--- src/design/mef_pkg.sv ---
package mef_pkg;

  localparam int FLOW_BITS = 22;
  localparam logic [FLOW_BITS-1:0] FLOW_MAX = 22'h3FFFFF;

  localparam logic [1:0] REG_SOURCE = 2'd0;
  localparam logic [1:0] REG_SINK   = 2'd1;
  localparam logic [1:0] REG_NODES  = 2'd2;

  typedef struct packed {
    logic clr_wr;
    logic load_wr;
    logic bfs_init;
    logic deq_rd;
    logic deq_take;
    logic scan_step;
    logic walk_init;
    logic par_rd;
    logic res_rd_uv;
    logic neck_upd;
    logic res_wr_fwd;
    logic res_rd_vu;
    logic res_wr_rev;
    logic step_adv;
    logic total_add;
    logic finish;
  } cmd_t;

  typedef struct packed {
    logic clr_done;
    logic pair_ok;
    logic q_empty;
    logic found;
    logic scan_done;
    logic walk_done;
    logic out_busy;
  } status_t;

endpackage

--- src/design/mef_ctrl.sv ---
module mef_ctrl (
  input  logic             clk,
  input  logic             rst,
  input  logic             in_valid,
  input  logic             last_edge,
  input  mef_pkg::status_t sts,
  output mef_pkg::cmd_t    cmd,
  output logic             in_stall
);

  localparam logic [4:0] S_CLEAR = 5'd0;
  localparam logic [4:0] S_IDLE  = 5'd1;
  localparam logic [4:0] S_START = 5'd2;
  localparam logic [4:0] S_INIT  = 5'd3;
  localparam logic [4:0] S_DEQ   = 5'd4;
  localparam logic [4:0] S_DEQW  = 5'd5;
  localparam logic [4:0] S_SCAN  = 5'd6;
  localparam logic [4:0] S_WINIT = 5'd7;
  localparam logic [4:0] S_W0    = 5'd8;
  localparam logic [4:0] S_W2    = 5'd9;
  localparam logic [4:0] S_W3    = 5'd10;
  localparam logic [4:0] S_AINIT = 5'd11;
  localparam logic [4:0] S_A0    = 5'd12;
  localparam logic [4:0] S_A2    = 5'd13;
  localparam logic [4:0] S_A3    = 5'd14;
  localparam logic [4:0] S_A4    = 5'd15;
  localparam logic [4:0] S_A5    = 5'd16;
  localparam logic [4:0] S_ADD   = 5'd17;
  localparam logic [4:0] S_FIN   = 5'd18;

  logic [4:0] state, state_next;

  always_ff @(posedge clk) begin
    if (rst) begin
      state <= S_CLEAR;
    end else begin
      state <= state_next;
    end
  end

  assign in_stall = (state != S_IDLE);

  always_comb begin
    cmd = '0;
    state_next = state;
    unique case (state)
      S_CLEAR: begin
        cmd.clr_wr = !sts.clr_done;
        if (sts.clr_done) state_next = S_IDLE;
      end
      S_IDLE: begin
        cmd.load_wr = in_valid;
        if (in_valid && last_edge) state_next = S_START;
      end
      S_START: state_next = sts.pair_ok ? S_INIT : S_FIN;
      S_INIT: begin
        cmd.bfs_init = 1'b1;
        state_next = S_DEQ;
      end
      S_DEQ: begin
        if (sts.q_empty) begin
          state_next = S_FIN;
        end else begin
          cmd.deq_rd = 1'b1;
          state_next = S_DEQW;
        end
      end
      S_DEQW: begin
        cmd.deq_take = 1'b1;
        state_next = S_SCAN;
      end
      S_SCAN: begin
        cmd.scan_step = 1'b1;
        priority if (sts.found) state_next = S_WINIT;
        else if (sts.scan_done) state_next = S_DEQ;
      end
      S_WINIT: begin
        cmd.walk_init = 1'b1;
        state_next = S_W0;
      end
      S_W0: begin
        if (sts.walk_done) begin
          state_next = S_AINIT;
        end else begin
          cmd.par_rd = 1'b1;
          state_next = S_W2;
        end
      end
      S_W2: begin
        cmd.res_rd_uv = 1'b1;
        state_next = S_W3;
      end
      S_W3: begin
        cmd.neck_upd = 1'b1;
        cmd.step_adv = 1'b1;
        state_next = S_W0;
      end
      S_AINIT: begin
        cmd.walk_init = 1'b1;
        state_next = S_A0;
      end
      S_A0: begin
        if (sts.walk_done) begin
          state_next = S_ADD;
        end else begin
          cmd.par_rd = 1'b1;
          state_next = S_A2;
        end
      end
      S_A2: begin
        cmd.res_rd_uv = 1'b1;
        state_next = S_A3;
      end
      S_A3: begin
        cmd.res_wr_fwd = 1'b1;
        state_next = S_A4;
      end
      S_A4: begin
        cmd.res_rd_vu = 1'b1;
        state_next = S_A5;
      end
      S_A5: begin
        cmd.res_wr_rev = 1'b1;
        cmd.step_adv = 1'b1;
        state_next = S_A0;
      end
      S_ADD: begin
        cmd.total_add = 1'b1;
        state_next = S_INIT;
      end
      S_FIN: begin
        if (!sts.out_busy) begin
          cmd.finish = 1'b1;
          state_next = S_CLEAR;
        end
      end
      default: state_next = S_CLEAR;
    endcase
  end

endmodule

--- config.mk ---
export PLATFORM = sky130hd
export DESIGN_NAME = mef_ctrl
export DESIGN_NICKNAME = d
export VERILOG_FILES = /design/src/design/mef_pkg.sv /design/src/design/mef_ctrl.sv
export SDC_FILE = /design/constraint.sdc
export NUM_CORES = 1
export LEC_CHECK = 0
export ABC_CLOCK_PERIOD_IN_PS = 2300
export BUFFER_PORTS_ARGS = -buffer_cell sky130_fd_sc_hd__buf_4
export CORE_AREA = 2 2 39 41
export CTS_BUF_LIST = sky130_fd_sc_hd__clkbuf_8
export DETAILED_ROUTE_END_ITERATION = 10
export DIE_AREA = 0 0 41 43
export PLACE_DENSITY = 0.85
export SLEW_MARGIN = 20
export SYNTH_ARGS = -nofsm -noshare
export SYNTH_HDL_FRONTEND = slang
export SYNTH_SLANG_ARGS = --single-unit
--- constraint.sdc ---
create_clock -name clk -period 2.3 [get_ports clk]
set_input_delay 0.23 -clock clk [delete_from_list [all_inputs] [get_ports clk]]
set_output_delay 0.23 -clock clk [all_outputs]
set_load 0.03 [all_outputs]
==> impl_metrics.yaml, run 1 <==
timing:
  hold_violations: 0
  fin_worst_skew_ps: 0.0602
  drv_slew: 0
  fin_crit_sh_pct: 89.9
  tightest_slew_ps: 641
  rsz0062_at_grt: "false"
  slew_headroom_pct: 57.2
  setup_tns_ps: 0
  max_freq_mhz: 484
  period_minus_slack_ps: 2070
  timing.final.ws_setup_ps: 233
  setup-violations-final: 0
route:
  vias: 749
  ant_nets: 0
  routed_wl_mm: 1.75
  wire_per_inst_um: 13.7
  post-route-drc-count: 0
  drt_iter0_drc: 25
  first_pass_iters: 4
  vias_per_cell: 5.90
critical_path:
  worst_ep_required_time_ps: 2070
  critPathArrivalTime_ps: 1840
  critPathSlowestCell: "dfxtp_1"
  worstPathCellList: "or3b_1, nor3_2, buf_4"
  path_max_fanout: 21
  cpLargestDelayFamily: "flip-flops"
  timing.rr.end: "state[0]$_SDFFE_PP0P_"
  path_buf_inv: 1
  slowest_delay_ps: 720
  startpoint_type: "flop"
  worst-r2r-setup-slack_ps: 490
  reg2reg_from: "state[2]$_SDFFE_PP0P_"
  cp-end-kind: "primary output"
  worst-path-stages: 3
  worstSetupPathType: "reg -> out"
  endpoint: "cmd[12]"
  r2r_cells: 4
  critPathLaunch: "state[2]$_SDFFE_PP0P_"
floorplanning:
  fp.dieW_um: 41
  die_h_um: 43
  core_area_sq_um: 1380
  io_pins: 28
  initial_core_util_pct: 45.0
  num_rows: 14
  dieArea_sq_um: 1760
global_routing:
  grt_overflow: 0
  grt_pass1_wl_mm: 2.77
  antenna_found_initial: 0
  grt_start_max_net_pins: 22
  grt_pass1_vias: 627
  grt.total_usage_pct: 22.7
cts:
  cts_tree: "yes"
  cts_setup_buffers: 0
  cts_inserted_buffers: 3
  clockBufferDepth: 2
  ctsHtreeMaxLevel: 1
  worstSkewPairLatency_ps: 220
  path_clk_slew_ps: 30
  cts.sink_count: 5
  clockRootBuffer: "clkbuf_8"
  cts.repair.resized: 0
  cts_hold_buf: 0
finish:
  antenna_cells: 0
  top_regs: "state (5)"
  regMostFlops: "state"
  post-route-cell-area_sq_um: 848
  multi_input_area_sq_um: 469
  fill_cells: 132
  area_delta_synth_final_pct: 36.1
  fin_util_pct: 61.3
  regArea_sq_um: 100
  drive_gt1_share_pct: 31.5
  final_nets: 123
  largest_reg_flops: 5
logic_synthesis:
  yosys-top-cells-area: "dfxtp_1, nor2_1, nor3_1, nand2b_1, nand2_1"
  netlist-cell-type-count: 39
  avgSynthCellArea_sq_um: 7.16
  synth_seq_area_share_pct: 16.1
  syn_nets: 98
  yosysTopAreaCellShare_pct: 16.1
  synth_seq_cells: 5
  syn_inst: 87
  synth_area_sq_um: 623
  yosys_warnings: 0
  yosysTopAreaCell: "dfxtp_1"
power:
  ir_worst_vdd_mv: 0.537
  power_density_nw_per_um2: 974
  p_total_mw: 0.826
  p_leak_nw: 0.348
place:
  place_ws_ps: 499
  port_buffers: 27
  gp_congestion: 0.887
  hpwl_mm: 1.31
  dpl_cell_area_sq_um: 803
worst_hold_path:
  hp-class: "in -> reg"
status:
  status: "finished, final reports clean"
job:
  cap_violations: 0
-- cells in the mapped netlist, drive strengths merged --
cell type and instances:
a211o 1, a21oi 4, a221oi 2, a2bb2o 1
a2bb2oi 1, a311o 1, a31oi 2, and3 1
buf 6, clkbuf 1, dfxtp 5, inv 3
nand2 6, nand2b 5, nand3 1, nand3b 3
nor2 12, nor2b 2, nor3 8, nor4b 3
nor4bb 1, o211a 1, o21ai 1, o21bai 1
o22ai 2, o311ai 1, o32a 1, o32ai 1
or2 3, or3 3, or3b 2, or4b 1
xnor2 1
-- layer usage --
layer,vias up,wire (um),global-route usage (%)
met3,0,133,3.14
met4,0,0,10.0
met1,337,733,28.3
met2,41,878,36.6
met5,-,0,0
li1,371,-,-
-- worst register-to-register path: stages, from the launching register on --
cell and delay (ps):
dfxtp_1 720, or4b_1 490, a211o_1 290, o311ai_1 80
a21oi_1 100
-- stage by stage --
step           std cells  hold slack [ps]
5_1_grt              127              218
3_3_place_gp         123              443
2_1_floorplan         87              299
4_1_cts              127              217
3_5_place_dp         123              445
6_report             127              218
-- worst min path at each step --
stage	end	slack [ps]	cells past startpoint	from
3_5_place_dp	state[3]$_SDFFE_PP0P_	450	2	rst
4_1_cts	state[3]$_SDFFE_PP0P_	220	2	rst
5_1_grt	state[0]$_SDFFE_PP0P_	220	2	rst
2_1_floorplan	state[0]$_SDFFE_PP0P_	300	1	rst
6_report	state[0]$_SDFFE_PP0P_	220	2	rst
3_3_place_gp	state[0]$_SDFFE_PP0P_	440	2	rst
-- cell families (layout without fill, tap and decap cells) --
kind of cell    count (synthesis)  in the layout  share of synthesized area [%]
xor+xnor                        1              1                           1.41
buf+inv                        10             34                           8.63
compound gates                 20             20                           25.3
simple gates                   51             51                           48.6
flops                           5              5                           16.1
-- area by class of cell --
class	instances	area share (%)
sequential	5	11.8
timing repair buffer	27	23.9
clock inverter	1	0.442
tap	16	2.36
clock buffer	3	4.87
multi-input combinational	72	55.3
inverter	3	1.33
-- where the power goes --
group | total (mW) | internal, mW | leakage, nW | switching [mW]
Clock | 0.154 | 0.114 | 0.0269 | 0.0401
Combinational | 0.474 | 0.212 | 0.281 | 0.262
Sequential | 0.198 | 0.111 | 0.0408 | 0.0865
-- layout by cell type (no fill, tap or decap), types with 2 or more instances in the layout --
cell type | synthesis | routed
nor4b_1 | 2 | 2
nand2_1 | 6 | 6
nor2_1 | 12 | 12
a21oi_1 | 4 | 4
nand2b_1 | 5 | 5
buf_4 | 1 | 27
a221oi_1 | 2 | 2
o22ai_1 | 2 | 2
dfxtp_1 | 5 | 5
inv_1 | 3 | 4
or3_1 | 2 | 2
or2_1 | 2 | 2
nand3b_1 | 3 | 3
or3b_1 | 2 | 2
nor3_1 | 7 | 7
nor2b_1 | 2 | 2
a31oi_1 | 2 | 2
clkbuf_8 | 0 | 3
Note: power is estimated with default switching activity, not from simulation.
==> inputs of run 2 (changes only) <==
--- a/config.mk
+++ b/config.mk
@@ -5,6 +5,7 @@
 export SDC_FILE = /design/constraint.sdc
 export NUM_CORES = 1
 export LEC_CHECK = 0
+export ABC_AREA = 1
 export ABC_CLOCK_PERIOD_IN_PS = 2300
 export BUFFER_PORTS_ARGS = -buffer_cell sky130_fd_sc_hd__buf_4
 export CORE_AREA = 2 2 39 41
==> impl_metrics.yaml, run 2 <==
timing:
  fin_worst_skew_ps: 0.417
  fin_crit_sh_pct: 75.8
  timing.final.ws_setup_ps: 558
  rsz0062_at_grt: "false"
  setup_tns_ps: 0
  setup-violations-final: 0
  slew_headroom_pct: 69.3
  period_minus_slack_ps: 1740
  drv_slew: 0
  tightest_slew_ps: 459
  hold_violations: 0
  max_freq_mhz: 574
route:
  routed_wl_mm: 1.83
  vias: 847
  post-route-drc-count: 0
  vias_per_cell: 5.26
  drt_iter0_drc: 30
  first_pass_iters: 4
  wire_per_inst_um: 11.4
  ant_nets: 0
floorplanning:
  num_rows: 14
  core_area_sq_um: 1380
  initial_core_util_pct: 45.3
  die_h_um: 43
  dieArea_sq_um: 1760
  fp.dieW_um: 41
  io_pins: 28
place:
  dpl_cell_area_sq_um: 820
  place_ws_ps: 826
  port_buffers: 27
  gp_congestion: 0.953
  hpwl_mm: 1.53
critical_path:
  worst_ep_required_time_ps: 2070
  startpoint_type: "flop"
  cp-end-kind: "primary output"
  worstSetupPathType: "reg -> out"
  slowest_delay_ps: 530
  critPathArrivalTime_ps: 1510
  critPathLaunch: "state[4]$_SDFFE_PP0P_"
  path_max_fanout: 12
  critPathSlowestCell: "dfxtp_1"
  cpLargestDelayFamily: "flip-flops"
  cp_common_cell: "nand2_1"
  worstPathCellList: "inv_1, nand2_1, nor2_1, nand2_1, nand2_1, buf_4"
  reg2reg_from: "state[4]$_SDFFE_PP0P_"
  path_buf_inv: 2
finish:
  antenna_cells: 0
  regMostFlops: "state"
  area_delta_synth_final_pct: 37.9
  post-route-cell-area_sq_um: 865
  final_common_cell: "nand2_1"
  top_regs: "state (5)"
  final_cell_mix: "nand2_1, buf_4, inv_1, nor2_1, nand3_1"
  largest_reg_flops: 5
  fin_util_pct: 62.5
  drive_gt1_share_pct: 26.9
  final_nets: 157
cts:
  cts_inserted_buffers: 3
  cts_tree: "yes"
  clockBufferDepth: 2
  clockRootBuffer: "clkbuf_8"
  path_clk_slew_ps: 40
  cts_hold_buf: 0
  cts_setup_buffers: 0
  worstSkewPairLatency_ps: 220
  ctsHtreeMaxLevel: 1
  cts.sink_count: 5
  cts.repair.resized: 0
worst_hold_path:
  min_from: "rst"
  hp-class: "in -> reg"
power:
  power_density_nw_per_um2: 844
  p_total_mw: 0.729
  ir_worst_vdd_mv: 0.558
  p_leak_nw: 0.515
global_routing:
  grt_start_max_net_pins: 13
  antenna_found_initial: 0
  grt_overflow: 0
  grt.total_usage_pct: 24.3
  globalRouteMet2Util_pct: 42.8
  grt_pass1_wl_mm: 2.99
  groute.layer.met1.usage_pct: 27.3
  grt.busiest_layer: "met2"
  met3_usage_pct: 6.28
  grt_pass1_vias: 777
logic_synthesis:
  syn_nets: 128
  ys_top_cells_by_count: "nand2_1, inv_1, nor2_1"
  yosysTopAreaCell: "nand2_1"
  yosysTopAreaCellShare_pct: 17.4
  yosys_warnings: 0
  ys.flop_type: "dfxtp_1"
  synth_area_sq_um: 627
  synth_seq_cells: 5
  yosysMostFrequentCell: "nand2_1"
  synthArstFlopShare_pct: 0
  synth-edff-count: 0
  synth_seq_area_share_pct: 16.0
  avgSynthCellArea_sq_um: 5.36
  syn_inst: 117
  netlist-cell-type-count: 21
  yosys-top-cells-area: "nand2_1, dfxtp_1, inv_1, nor2_1, nand3_1"
job:
  cap_violations: 0
status:
  status: "finished, final reports clean"
run 2: cell types whose count changed in the layout (fill, tap and decap cells not counted), sizes merged, moves of 5 or more:
cell    before  now
inv          4   22
nor2        12   26
nand3        1   15
nand2        6   31
nand2b       5    0
nor3         8    2
run 2: power by group:
| group | total (mW) | switching, mW | internal, mW |
|---|---|---|---|
| sequential | 0.153 | 0.0446 | 0.108 |
| clock | 0.158 | 0.0431 | 0.114 |
| combinational | 0.419 | 0.278 | 0.141 |
| total | 0.729 | 0.366 | 0.364 |
run 2: worst reg2reg max path, delay by kind of cell, from the launching register on:
kind	cells	cell delay (ps)
buf+inv	1	210
compound gates	1	80
flops	1	530
simple gates	5	520
run 2: logic make-up after synthesis:
logic type / share of synthesized area, %
simple gates: 56.9
buf+inv: 17.4
compound gates: 9.78
flops: 16.0
run 2: final cells by class:
type                    count  area (sq um)
clock buffers               3          41.3
clock inverters             1          3.75
fillers                   152           519
inverters                  21          78.8
multi-input cells          88           418
flip-flops and latches      5           100
well taps                  16          20.0
repair buffers             27           203
run 2: metrics by stage:
stage               hold WS (ps)  cells
floorplan                    299    117
global placement             437    157
detailed placement           434    157
CTS                          205    161
global route                 219    161
finish                       211    161
run 2: final timing paths:
kind                                 to  slack (ps)  cells after the start
hold reg to reg   state[3]$_SDFFE_PP0P_         700                      2
setup / recovery                 cmd[2]         560                      6
setup reg to reg  state[2]$_SDFFE_PP0P_         840                      7
hold / removal    state[0]$_SDFFE_PP0P_         210                      2
run 2: layer usage:
layer	vias to the layer above	wire length, um
met1	366	679
met3	6	161
li1	424	-
met4	0	48
met5	-	0
met2	51	941
==> inputs of run 3 (changes only) <==
--- a/config.mk
+++ b/config.mk
@@ -6,13 +6,12 @@
 export NUM_CORES = 1
 export LEC_CHECK = 0
 export ABC_AREA = 1
-export ABC_CLOCK_PERIOD_IN_PS = 2300
+export ABC_CLOCK_PERIOD_IN_PS = 1400
 export BUFFER_PORTS_ARGS = -buffer_cell sky130_fd_sc_hd__buf_4
-export CORE_AREA = 2 2 39 41
+export CORE_UTILIZATION = 43
 export CTS_BUF_LIST = sky130_fd_sc_hd__clkbuf_8
 export DETAILED_ROUTE_END_ITERATION = 10
-export DIE_AREA = 0 0 41 43
-export PLACE_DENSITY = 0.85
+export PLACE_DENSITY = 0.82
 export SLEW_MARGIN = 20
 export SYNTH_ARGS = -nofsm -noshare
 export SYNTH_HDL_FRONTEND = slang
==> constraint.sdc (replaced) <==
create_clock -name clk -period 1.4 [get_ports clk]
set_input_delay 0.14 -clock clk [delete_from_list [all_inputs] [get_ports clk]]
set_output_delay 0.14 -clock clk [all_outputs]
set_load 0.03 [all_outputs]
==> impl_metrics.yaml, run 3 (same netlist as run 2, synthesis figures left out) <==
global_routing:
  grt.total_usage_pct: 31.0
  grt_pass1_vias: 760
  grt_pass1_wl_mm: 3.28
  grt_overflow: 0
  antenna_found_initial: 0
  globalRouteMet2Util_pct: 57.3
  grt_start_max_net_pins: 10
  groute.layer.met1.usage_pct: 35.2
  grt.busiest_layer: "met2"
  met3_usage_pct: 3.89
finish:
  final_cell_mix: "buf_4, nand2_1, inv_1"
  regMostFlops: "state"
  stdcell_count: 179
  largest_reg_flops: 5
  top_regs: "state (5)"
  post-route-cell-area_sq_um: 1180
  final_nets: 176
  area_delta_synth_final_pct: 88.4
  drive_gt1_share_pct: 53.7
  antenna_cells: 0
  final_common_cell: "buf_4"
  fin_util_pct: 88.6
route:
  post-route-drc-count: 0
  vias_per_cell: 5.98
  drt_iter0_drc: 90
  wire_per_inst_um: 17.0
  vias: 1070
  first_pass_iters: 7
  routed_wl_mm: 3.04
  ant_nets: 0
critical_path:
  worstPathCellList: "nor2_4, buf_6, nand4_1, inv_1, buf_6"
  critPathSlowestCell: "dfxtp_4"
  cp-end-kind: "primary output"
  cp_common_cell: "buf_6"
  reg2reg_from: "state[2]$_SDFFE_PP0P_"
  worst_ep_required_time_ps: 1260
  path_max_fanout: 8
  startpoint_type: "flop"
  critPathArrivalTime_ps: 1320
  slowest_delay_ps: 360
  worstSetupPathType: "reg -> out"
  critPathLaunch: "state[1]$_SDFFE_PP0P_"
cts:
  ctsHtreeMaxLevel: 1
  clockBufferDepth: 2
  cts_inserted_buffers: 3
  path_clk_slew_ps: 40
  cts_tree: "yes"
  clockRootBuffer: "clkbuf_8"
  cts_hold_buf: 0
  cts.sink_count: 5
  worstSkewPairLatency_ps: 230
floorplanning:
  die_h_um: 40.2
  num_rows: 13
  fp.dieW_um: 40.2
  dieArea_sq_um: 1610
  core_area_sq_um: 1330
  io_pins: 28
  initial_core_util_pct: 47.0
worst_hold_path:
  hp-class: "in -> reg"
  min_from: "rst"
timing:
  setup-violations-final: 10
  fin_crit_sh_pct: 105
  drv_slew: 0
  max_freq_mhz: 683
  hold_violations: 0
  period_minus_slack_ps: 1460
  fin_worst_skew_ps: 6.07
  rsz0062_at_grt: "true"
  timing.final.ws_setup_ps: -64.3
  tightest_slew_ps: 267
  whs_ps: 102
  setup_tns_ps: -242
  slew_headroom_pct: 82.1
power:
  seqPwrFrac_pct: 15.6
  p_comb_share_pct: 67.7
  p_leak_nw: 0.626
  p_int_mw: 0.845
  power_density_nw_per_um2: 1420
  power_switching_mw: 0.836
  ir_worst_vdd_mv: 1.01
  clockPowerShare_pct: 16.6
  swShare_pct: 49.7
  p_total_mw: 1.68
place:
  gp_congestion: 0.923
  dp.cells: 163
  place_ws_ps: 34.7
  port_buffers: 27
  hpwl_mm: 1.53
  dpl_cell_area_sq_um: 882
job:
  cap_violations: 0
status:
  violations: "setup timing"
  status: "finished with violations"
## run 3: worst paths after layout
kind | to | slack [ps] | cells after the start
worst max-delay path | cmd[12] | -60 | 5
worst min register to register | state[3]$_SDFFE_PP0P_ | 670 | 3
worst min-delay path | state[1]$_SDFFE_PP0P_ | 100 | 2
worst max register to register | state[1]$_SDFFE_PP0P_ | -30 | 9
## run 3: layout make-up
class / count / area (sq um)
fillers: 72 / 153
clock buffers: 3 / 41.3
well taps: 15 / 18.8
flip-flops and latches: 5 / 116
repair buffers: 46 / 410
multi-input cells: 88 / 509
inverters: 21 / 81.3
clock inverters: 1 / 3.75
## run 3: metal layers
metal / wire length, um / up-vias
li1: - / 465
met1: 1070 / 463
met2: 1420 / 114
met3: 365 / 28
met4: 189 / 0
met5: 0 / -
## run 3: power groups by stage
stage | registers (mW) | logic (mW) | clock network (mW)
after floorplan | 0.220 | 0.536 | 0
after global placement | 0.230 | 0.779 | 0
after detailed placement | 0.230 | 0.782 | 0
after CTS | 0.234 | 0.895 | 0.278
after global routing | 0.268 | 1.19 | 0.292
final | 0.263 | 1.14 | 0.280
## run 3: timing repair
action / in CTS / in global routing
resized for setup: 16 / 40
pin swaps: 4 / 12
endpoints found under the setup margin: 16 / 20
setup buffers: 6 / 6
## run 3: worst max-delay path, delay by kind of cell, from the launching register on
kind | cells | cell delay [ps]
and+or+nand+nor | 2 | 310
DFF | 1 | 360
buffers and inverters | 3 | 430
